[src/hw/rtl/srsd_ram.sv]
`timescale 1ns / 1ps

module srsd_ram #(
  parameter int WIDTH = 32,
  parameter int DEPTH = 128,
  localparam int AW   = $clog2(DEPTH)
) (
  input  logic             clk_i,
  input  logic             we_i,
  input  logic [AW-1:0]    waddr_i,
  input  logic [WIDTH-1:0] wdata_i,
  input  logic             re_i,
  input  logic [AW-1:0]    raddr_i,
  output logic [WIDTH-1:0] rdata_o
);

  logic [WIDTH-1:0] mem_q [DEPTH];
  logic [WIDTH-1:0] rdata_q;

  always_ff @(posedge clk_i) begin
    if (we_i) begin
      mem_q[waddr_i] <= wdata_i;
    end
    if (re_i) begin
      rdata_q <= mem_q[raddr_i];
    end
  end

  assign rdata_o = rdata_q;

endmodule

[config.mk]
export PLATFORM = sky130hd
export DESIGN_NAME = srsd_ram
export DESIGN_NICKNAME = d
export VERILOG_FILES = /design/src/hw/rtl/srsd_ram.sv
export SDC_FILE = /design/constraint.sdc
export NUM_CORES = 2
export LEC_CHECK = 0
export BUFFER_PORTS_ARGS = -buffer_cell sky130_fd_sc_hd__buf_2
export CORE_MARGIN = 5
export CORE_UTILIZATION = 33
export CTS_CLUSTER_DIAMETER = 100
export CTS_CLUSTER_SIZE = 14
export DETAILED_ROUTE_END_ITERATION = 8
export PLACE_DENSITY = 0.51
export RECOVER_POWER = 50
export SLEW_MARGIN = 0
export SYNTH_ARGS = -nofsm -noshare
export SYNTH_HDL_FRONTEND = slang
export SYNTH_SLANG_ARGS = --single-unit
[constraint.sdc]
create_clock -name clk_i -period 6.05 [get_ports clk_i]
set_input_delay 0.605 -clock clk_i [delete_from_list [all_inputs] [get_ports clk_i]]
set_output_delay 0.605 -clock clk_i [all_outputs]
set_load 0.005 [all_outputs]
Word-level counts from Yosys, hierarchy flattened. Memory sizes are Yosys's and may differ from the RTL's. A register that Yosys moved wholly into a read port is not among the register bits. Index checks and enable logic that the tools add are counted.

RAM bits: 4096. Bits in registers: 0. Word-level logic and storage cells: 3. Latch bits: 0. Bits in read-only memories: 0. Memories: 1. Output and inout bits: 32. Bits of input ports: 49.

Memory list: mem_q (words 128, bits a word 32, rd ports 1, clocked after Yosys merged registers in 1, write ports 1, line 17) `logic [WIDTH-1:0] mem_q [DEPTH];`.

Shifts and indexed selects: 0. Eq/ne operators: 0. Divide/modulo/power cells: 0. Bitwise operators: 0. $add $sub $neg: 0. Multipliers: 0. Order comparisons: 0. Multiplexer cells: 2. Reductions and logical operators: 0.

Operators with widths (count): $mux 1 (2).

Logic depth before layout (Yosys ltp).
Depth after elaboration: 2. Mapped depth: 8. Gate-level depth less buffers: 4.

Worst setup path before layout. Ideal clock, no wire load.

Path kind: input to register. Start point: in we_i. End point: mem mem_q[98][0] (enable). Arrival: 3383 ps. Stages on the path: 3. Slack: 2206 ps. Setup time: 461 ps. Path through: clkbuf_1 > nand4_1 > nor3_1.

Longest elaborated chain between the ends: 2.

Ends and longest elaborated chain: from (decl) (line 9) `input logic we_i,`; $mux 1 (line 21) `if (we_i) begin`; $mux 1 (not written as such) (line 22) `mem_q[waddr_i] <= wdata_i;`; to (decl) (line 17).

Every way passes these cells.

Final worst setup path.
Start point: in wdata_i[26]. End point: mem mem_q[36][26], data pin.

RTL lines: from (decl) (line 11) `input logic [WIDTH-1:0] wdata_i,`.

Straight into the memory's write port.

==> flow_metrics.env <==
export IMPL_drv_slew=3856
export IMPL_grt_overflow_total=0
export IMPL_slew_headroom=-2.024
export IMPL_fill_cells=41960
export IMPL_syn_to_final_growth_pct=12.61
export IMPL_viasPerCell=5.525
export IMPL_cp_cell_sequence="clkbuf_1, clkbuf_2"
export IMPL_grt_max_degree=97
export IMPL_ys_seq_elements=4128
export IMPL_fin_crit_ns=4.514
export IMPL_cts_made_buffers=333
export IMPL_hpwl_um=273200
export IMPL_grt_pass1_vias=71090
export IMPL_power_density_mw_per_mm2=310.3
export IMPL_cp_required_ns=6.52
export IMPL_fin_skew_ns=0.05646
export IMPL_place_inst=12320
export IMPL_synth_area_mm2=0.1566
export IMPL_rsz0062_at_grt="false"
export IMPL_synth_cell_types=16
export IMPL_ys_warn_count=0
export IMPL_synthCells=5990
export IMPL_worstSetupStartpointType="primary input"
export IMPL_drt_drc_violations_left=0
export IMPL_gp_congestion=0.7887
export IMPL_htree_levels=5
export IMPL_cp_num_buf_inv=2
export IMPL_die_w_um=698.9
export IMPL_irDropWorstVdd_mv=0.1944
export IMPL_start_util=0.3305
export IMPL_die_area_mm2=0.4884
export IMPL_worst_slew_pin_slew_ns=4.536
export IMPL_postRouteAntennaNets=0
export IMPL_post_route_period_util=0.7462
export IMPL_vias=70390
export IMPL_hold_viol=0
export IMPL_drt_initial_drc_count=9403
export IMPL_end_kind="flop"
export IMPL_hp_class="in2reg"
export IMPL_setup_viol=0
export IMPL_place_area_mm2=0.1675
export IMPL_cts_resized=0
export IMPL_clk_path_buf_depth=4
export IMPL_ctsHoldBuffers=0
export IMPL_tritoncts="done"
export IMPL_drive_gt1_frac=0.3450
export IMPL_yosysSeqAreaShare=0.7916
export IMPL_multiInputGateArea_mm2=0.03223
export IMPL_outcome="finished with violations"
export IMPL_io_buffers=80
export IMPL_failed_checks="capacitance limit, slew limit"
export IMPL_crit_path_max_fanout=73
export IMPL_path_clk_slew_ns=0.06
export IMPL_fin_cells=12740
export IMPL_postSynthNetCount=6039
export IMPL_drt_pass1_iter_count=5
export IMPL_critPathKind="in2reg"
export IMPL_track_usage=0.1853
export IMPL_num_rows=253
export IMPL_cts_root_buf="clkbuf_16"
export IMPL_p_leak_nw=52.36
export IMPL_critPathSlowestCell="clkbuf_1"
export IMPL_antenna_found_initial=93
export IMPL_ios=81
export IMPL_seq_area_mm2=0.1240
export IMPL_wl_per_cell_um=36.11
export IMPL_final_cell_area_mm2=0.1763
export IMPL_arrival_ns=4.98
export IMPL_die_height_um=698.9
export IMPL_path_delay_family="buffers and inverters"
export IMPL_core_area_mm2=0.4739
export IMPL_setup_tns_ns=0
export IMPL_syn_avg_cell_area_um2=26.14
export IMPL_final_nets=6456
export IMPL_wl_um=460100
export IMPL_grt_pass1_wl_um=625700
export IMPL_post_cts_buffers=0
export IMPL_clk_latency_ns=0.97
export IMPL_fmaxAchievable_ghz=0.2215
export IMPL_cts_sinks=4128
export IMPL_drv_cap=62
export IMPL_cpPeakStageDelay_ns=2.56
-- flip-flops by register name, summed over array words and instances, names as in the netlist --
register,flops
mem_q,4096
rdata_o,32
-- synth_stat cells --
cell      number  area [µm²]
buf_2         79       395.4
nand4_1        3       18.77
edfxtp_1    4128      124000
mux4_2      1344       30270
nor2b_1        7       43.79
nand2_1       14       52.55
nor3_1         9       45.04
buf_1         50       187.7
buf_4          3       22.52
or3_1          1       6.260
mux2_2        32       360.4
nand3_1       12       60.06
clkbuf_1     182       683.2
nand2b_1       2       12.51
buf_6          2       22.52
nor2_1       122       457.9
-- cell usage in the layout (no fill, tap or decap) --
| master | Yosys | final |
|---|---|---|
| nor2_1 | 122 | 9 |
| buf_8 | 0 | 3 |
| nor2_4 | 0 | 113 |
| edfxtp_1 | 4128 | 4128 |
| nand2b_1 | 2 | 2 |
| clkbuf_1 | 182 | 41 |
| nor2b_1 | 7 | 7 |
| buf_2 | 79 | 39 |
| diode_2 | 0 | 59 |
| nand4_1 | 3 | 3 |
| clkinv_8 | 0 | 4 |
| buf_4 | 3 | 243 |
| nand2_1 | 14 | 14 |
| buf_6 | 2 | 1 |
| inv_16 | 0 | 4 |
| mux4_2 | 1344 | 1344 |
| clkbuf_16 | 0 | 343 |
| buf_12 | 0 | 44 |
| nor3_2 | 0 | 9 |
| nand3_1 | 12 | 9 |
| clkinv_16 | 0 | 5 |
| inv_8 | 0 | 1 |
| nand3_2 | 0 | 3 |
| clkbuf_2 | 0 | 27 |
| inv_6 | 0 | 5 |
| or3_1 | 1 | 1 |
| mux2_2 | 32 | 32 |
-- cell type report --
type | count | share of cell area
Tap cell | 6247 | 0.04433
Timing Repair Buffer | 398 | 0.01841
Clock buffer | 343 | 0.04868
Sequential cell | 4128 | 0.7030
Antenna cell | 59 | 0.0008373
Clock inverter | 19 | 0.001987
Multi-Input combinational cell | 1546 | 0.1828
-- cell families after synthesis --
family	synth area share
simple gates	0.004450
buf+inv	0.008373
mux	0.1956
flops	0.7916
-- layer usage --
| layer | routed length (µm) | up-vias | GRT usage |
|---|---|---|---|
| li1 | - | 27060 | - |
| met1 | 190100 | 39930 | 0.2615 |
| met2 | 226000 | 2839 | 0.3036 |
| met3 | 31990 | 550 | 0.02717 |
| met4 | 11860 | 20 | 0.04602 |
| met5 | 132 | - | 0 |
-- tightest hold or removal path, stage by stage --
cell and delay, ns:
buf_2 0.15, nand3_2 0.19, nor2_4 0.22
-- per-stage QoR --
stage / hold slack (ns) / utilization / setup WS, ns / total power [mW]
after floorplan: 0.7039 / - / 2.206 / 33.77
after global routing: 0.4478 / 0.3720 / 1.263 / 56.41
final: 0.4453 / 0.3721 / 1.536 / 54.72
after detailed placement: 1.085 / 0.3535 / 1.596 / 35.56
after CTS: 0.04402 / 0.3724 / 2.633 / 55.21
after global placement: 1.061 / 0.3535 / 1.612 / 35.51
-- final timing paths --
check             slack [ns]                       end  cells past startpoint                     start
setup / recovery        1.54   mem_q[36][26]$_DFFE_PP_                      2               wdata_i[26]
hold / removal          0.45  mem_q[113][24]$_DFFE_PP_                      3                      we_i
setup reg to reg        3.26      rdata_o[3]$_DFFE_PP_                      4    mem_q[71][3]$_DFFE_PP_
hold reg to reg         1.20     rdata_o[17]$_DFFE_PP_                      4  mem_q[126][17]$_DFFE_PP_
-- report_power, final --
part	internal, mW	total [mW]	switching (mW)
registers	31.7	31.8	0.104
logic	1.15	3.14	2.00
clock network	10.1	19.8	9.74
total	42.9	54.7	11.8
(Power assumes the default switching activity.)
