$ cat config.mk
export PLATFORM = sky130hd
export DESIGN_NAME = srsd_stat
export DESIGN_NICKNAME = d
export VERILOG_FILES = /design/src/hw/rtl/srsd_pkg.sv /design/src/hw/rtl/srsd_stat.sv
export SDC_FILE = /design/constraint.sdc
export NUM_CORES = 2
export LEC_CHECK = 0
export BUFFER_PORTS_ARGS = -buffer_cell sky130_fd_sc_hd__buf_2
export CAP_MARGIN = 10
export CORE_MARGIN = 8
export CORE_UTILIZATION = 38
export DETAILED_ROUTE_END_ITERATION = 8
export SLEW_MARGIN = 20
export SYNTH_ARGS = -nofsm -noshare
export SYNTH_HDL_FRONTEND = slang
export SYNTH_SLANG_ARGS = --single-unit
$ cat constraint.sdc
create_clock -name clk_i -period 8.9 [get_ports clk_i]
set_input_delay 1.78 -clock clk_i [delete_from_list [all_inputs] [get_ports clk_i]]
set_output_delay 1.78 -clock clk_i [all_outputs]
set_load 0.1 [all_outputs]
$ cat src/hw/rtl/srsd_pkg.sv
`timescale 1ns / 1ps

package srsd_pkg;

  localparam int DEF_MAX_WINDOW   = 64;
  localparam int DEF_PENALTY_BITS = 32;

  // configuration port
  localparam int CFG_IDX_W  = 1;
  localparam int CFG_DATA_W = 10;
  localparam int WLEN_REG_W = 7;
  localparam int LIMIT_W    = 10;

  localparam int RST_WINDOW_LENGTH = 16;
  localparam int RST_STAT_LIMIT    = 172;

  // result item
  localparam int RSUM_W      = 14;
  localparam int OUT_TDATA_W = 16;

  // (S - m)^2 * 12 * 2^14 == (S - m)^2 * 3 * 2^16
  localparam int STAT_SCALE_MUL   = 3;
  localparam int STAT_SCALE_SHIFT = 16;

  typedef enum logic [CFG_IDX_W-1:0] {
    REG_WINDOW_LENGTH = 1'b0,
    REG_STAT_LIMIT    = 1'b1
  } cfg_reg_e;

  typedef enum logic [2:0] {
    ST_IDLE,
    ST_ISSUE,
    ST_DRAIN,
    ST_UPDATE,
    ST_DEV,
    ST_GO,
    ST_WAIT,
    ST_OUT
  } state_e;

  typedef enum logic [1:0] {
    RD_Y,
    RD_Z,
    RD_W
  } rd_kind_e;

endpackage

$ cat src/hw/rtl/srsd_stat.sv
`timescale 1ns / 1ps

// Three-stage squared test: (dev^2 * 3) << 16 > limit^2 * len^2 * (2 len + 1).
module srsd_stat
  import srsd_pkg::*;
#(
  parameter int MAX_WINDOW = DEF_MAX_WINDOW,
  localparam int LW   = $clog2(MAX_WINDOW + 1),
  localparam int LSQW = $clog2(MAX_WINDOW * MAX_WINDOW + 1),
  localparam int DW   = $clog2(2 * MAX_WINDOW * MAX_WINDOW + 1)
) (
  input  logic               clk_i,
  input  logic               rst_ni,
  input  logic               start_i,
  input  logic [DW-1:0]      dev_i,
  input  logic [LW-1:0]      len_i,
  input  logic [LSQW-1:0]    len_sq_i,
  input  logic [LIMIT_W-1:0] limit_i,
  output logic               done_o,
  output logic               differ_o
);

  localparam int SQW = 2 * DW;
  localparam int LMW = 2 * LIMIT_W;
  localparam int VW  = LSQW + LW + 1;
  localparam int LHW = SQW + 2 + STAT_SCALE_SHIFT;
  localparam int RHW = LMW + VW;
  localparam int CW  = (LHW > RHW) ? LHW : RHW;

  logic [2:0]     vld_q;
  logic [SQW-1:0] dsq_q;
  logic [LMW-1:0] lsq_q;
  logic [VW-1:0]  vol_q;
  logic [LHW-1:0] lhs_q;
  logic [RHW-1:0] rhs_q;
  logic           differ_q;

  always_ff @(posedge clk_i or negedge rst_ni) begin
    if (!rst_ni) begin
      vld_q <= '0;
    end else begin
      vld_q <= {vld_q[1:0], start_i};
    end
  end

  always_ff @(posedge clk_i) begin
    if (start_i) begin
      dsq_q <= SQW'(dev_i) * SQW'(dev_i);
      lsq_q <= LMW'(limit_i) * LMW'(limit_i);
      vol_q <= VW'(len_sq_i) * VW'({len_i, 1'b1});
    end
    if (vld_q[0]) begin
      lhs_q <= (LHW'(dsq_q) * LHW'(STAT_SCALE_MUL)) << STAT_SCALE_SHIFT;
      rhs_q <= RHW'(lsq_q) * RHW'(vol_q);
    end
    if (vld_q[1]) begin
      differ_q <= CW'(lhs_q) > CW'(rhs_q);
    end
  end

  assign done_o   = vld_q[2];
  assign differ_o = differ_q;

endmodule
* Word level (Yosys, flattened, before mapping)
Cells that the tools add are included.
** Word-level totals
- Register bits after elaboration :: 144
- Logic and storage cells :: 13
- Bits in latches :: 0
- Input port bits :: 47
- Memories :: 0
- Memory bits (read-only) :: 0
- Memory bits (writable) :: 0
- Output and inout port bits :: 2
** Cells by class
- Multiply operators :: 5
- $lt $le $gt $ge :: 1
- Eq/ne operators :: 0
- Reductions and logical operators :: 0
- Add/subtract/negate cells :: 0
- Div/mod/pow operators :: 0
- Muxes and demuxes :: 0
- Bitwise operators :: 0
- Shift operators :: 0
** Operators by type and width (count)
- 46-bit by 41-bit greater-than comparator with 1-bit output :: 1
- 20-bit by 21-bit multiplier with 41-bit output :: 1
- 28-bit by 2-bit multiplier with 30-bit output, second input constant :: 1
- 14-bit by 14-bit multiplier with 28-bit output :: 1
- 13-bit by 8-bit multiplier with 21-bit output :: 1
- 10-bit by 10-bit multiplier with 20-bit output :: 1

* Logic depth before layout (Yosys ltp)
- Depth in word-level cells :: 1
- Gate-level depth with buffers :: 25
- Gate-level depth less buffers :: 23

* Worst setup path after synthesis
Ideal clock, no wire load.
- Path type :: input port to flip-flop
- Start point :: in dev_i[9]
- End point :: reg dsq_q[26] (data pin)
- Arrival :: 6.964 ns
- Stages :: 18
- Required time :: 8.643 ns
- Buffers on the path :: 1
- Setup slack :: 1.679 ns
- Setup time :: 0.257 ns
- Cells stage by stage :: clkbuf_1 -> inv_1 -> nor2_1 -> fa_1 -> fa_1 -> fa_1 -> fa_1 -> fa_1 -> fa_1 -> ha_1 -> a21o_1 -> a21o_1 -> a21oi_1 -> o21ai_1 -> a211oi_1 -> o2111ai_1 -> a31o_2 -> xor2_1
** On the way
- Longest elaborated chain between the ends :: 1
** Ends and longest elaborated chain
- from (decl) :: RTL line srsd_stat.sv:15 : input logic [DW-1:0] dev_i,
- 14-bit by 14-bit multiplier with 28-bit output :: RTL line srsd_stat.sv:48 : dsq_q <= SQW'(dev_i) * SQW'(dev_i);
- to (signal assigned) :: RTL line srsd_stat.sv:48
- to (decl) :: RTL line srsd_stat.sv:31 : logic [SQW-1:0] dsq_q;
Every way passes these cells.
A chain may end at the register's enable or synchronous reset.

* Worst setup path in the final report
- Start point :: reg lsq_q[5]
- End point :: reg rhs_q[36] (data pin)
** On the way
- Longest elaborated chain between the ends :: 1
** Ends and longest elaborated chain
- from (decl) :: RTL line srsd_stat.sv:32 : logic [LMW-1:0] lsq_q;
- from (signal assigned) :: RTL line srsd_stat.sv:49 : lsq_q <= LMW'(limit_i) * LMW'(limit_i);
- 20-bit by 21-bit multiplier with 41-bit output :: RTL line srsd_stat.sv:54 : rhs_q <= RHW'(lsq_q) * RHW'(vol_q);
- to (signal assigned) :: RTL line srsd_stat.sv:54
- to (decl) :: RTL line srsd_stat.sv:35 : logic [RHW-1:0] rhs_q;
Every way passes these cells.

==> qor.yml <==
outcome: "complete, no violations"
period_share_pct: 82.41
overflow: 0
setup_viol: 0
clk_pin_slew_ps: 60
timing.fmax_mhz: 136.3
die_area_um2: 90410
port-buffer-count: 48
dr.pass1.iters: 5
ys_seq_area_share_pct: 13.70
worstRegToRegCells: 21
die_x_um: 300.7
start_util_pct: 38.30
finalSetupTns_ps: 0
utilization_pct: 40.63
cts_hold_buf: 0
synth-seq-cells: 141
drt_iter0_markers: 963
syn_area_per_cell_um2: 9.737
h-tree-depth: 4
final_common_cell: "inv_1"
drive_gt1_share_pct: 3.862
syn_inst: 3163
cts_tree: "done"
grtUsageTotal_pct: 15.02
die_h_um: 300.7
row_count: 104
hpwl_mm: 53.40
tightest_slew_ps: 1042
hold_viol_final: 0
cp.required_ps: 9110
ant_nets: 0
path_max_fanout: 21
wire_per_inst_um: 15.51
instances_no_fill: 4219
grt_pass1_wl_mm: 111.7
ctsLongestPathBuffers: 2
core_area_um2: 80420
area.growth.synth_to_final_pct: 6.082
end_kind: "register"
drv_cap: 0
fin_skew_ps: 11.68
vias_per_cell: 4.945
cts_resized: 0
cp.arrival_ps: 7550
dp.cells: 4187
cts_setup_buffers: 0
grt_pass1_vias: 22310
grt_max_degree: 72
cp-start-kind: "register"
drcViolationCount: 0
hold_class: "register to register"
diodes: 0
synth_warnings: 0
min_path_cells: 0
period_needed_ps: 7335
final_cell_mix: "628 x inv_1, 551 x fa_1, 391 x ha_1"
place_congestion: 0.8421
synth-async-reset-ratio_pct: 2.128
rsz0062_at_grt: "false"
synth_edf_count: 138
synthesis.area_um2: 30800
grt_antenna_before_repair: 0
clock-sinks: 141
netlist-cell-type-count: 70
slew_headroom_pct: 30.51
pin_count: 49
critical_path_class: "register to register"
clk_latency_ps: 460
drt-total-wl_mm: 65.43
cts_made_buffers: 17
ys.flop_type: "edfxtp_1"
nets: 4135
finalMaxSlewViolations: 0
vias: 20862
cts-root-buf: "clkbuf_16"
==> registers in the layout (all words and copies together) (netlist names) <==
signal and flops:
lsq_q 19, differ_o 1, dsq_q 27, vld_q 3
vol_q 21, lhs_q 29, rhs_q 41
==> Yosys cell counts, types with 24 or more instances <==
library cell	number	area, um^2
inv_1	628	2357
fa_1	551	11030
ha_1	391	4892
and2_1	338	2115
nand2_1	333	1250
edfxtp_1	138	4144
a21oi_1	103	515.5
clkbuf_1	99	371.6
xnor2_1	85	744.5
nor2_1	75	281.5
a21o_1	62	465.5
o21ai_0	44	220.2
xor2_1	41	359.1
nor3_1	24	120.1
==> cell type report <==
class | count | area (um^2)
Sequential cell | 141 | 4220
Fill cell | 8027 | 47750
Clock inverter | 15 | 158.9
Timing Repair Buffer | 60 | 330.3
Tap cell | 1060 | 1326
Clock buffer | 17 | 425.4
Multi-Input combinational cell | 2298 | 23850
Inverter | 628 | 2357
==> layer usage <==
metal  routed length (um)  up-vias  track usage [%]
met5                    0        -                0
met4                 1194        0            3.661
met3                 2271       73            2.163
met2                32320      322            25.77
met1                29650    10571            19.90
li1                     -     9896                -
==> cell families (layout without fill, tap and decap cells) <==
kind of cell    Yosys count  count (layout)  synth area share (%)
fa+ha+maj               942             942                 51.70
xor+xnor                126             126                 3.583
mux                       3               3                0.1056
simple gates            880             880                 14.49
other cells               1               6               0.01218
compound gates          341             341                 7.500
buf+inv                 729             720                 8.913
flops                   141             141                 13.70
==> worst paths after layout <==
path / startpoint / to / slack, ps
setup / recovery: lsq_q[5]$_DFFE_PP_ / rhs_q[36]$_DFFE_PP_ / 1570
hold / removal: vld_q[1]$_DFF_PN0_ / vld_q[2]$_DFF_PN0_ / 390
setup reg to reg: lsq_q[5]$_DFFE_PP_ / rhs_q[36]$_DFFE_PP_ / 1570
hold reg to reg: vld_q[1]$_DFF_PN0_ / vld_q[2]$_DFF_PN0_ / 390
max in group asynchronous: rst_ni / vld_q[0]$_DFF_PN0_ / 7680
min in group asynchronous: rst_ni / vld_q[2]$_DFF_PN0_ / 1100
==> worst max-delay path, stage by stage (launching register included) <==
cell and delay (ps):
edfxtp_1 750, and2_1 320, fa_1 540, inv_1 60, fa_1 560, fa_1 450, fa_1 550, inv_1 60
fa_1 460, fa_1 500, inv_1 50, fa_1 490, inv_1 40, ha_1 330, nand2_1 130, or4_1 550
o21ai_2 190, o211a_1 280, a41o_1 260, and4_4 270, a21oi_1 90, xnor2_1 130
==> stage by stage <==
stage,setup WS [ps],area (um^2),hold WS [ps]
after floorplan,1679,30820,362.2
after global placement,1152,32090,368.7
after detailed placement,1173,32090,376.2
after CTS,1544,32670,391.8
after global routing,1233,32670,400.5
final,1565,32670,385.8
Power is left out: the tool's default activity adds up to more than one toggle a clock period on the data nets, which glitch-free logic cannot reach.
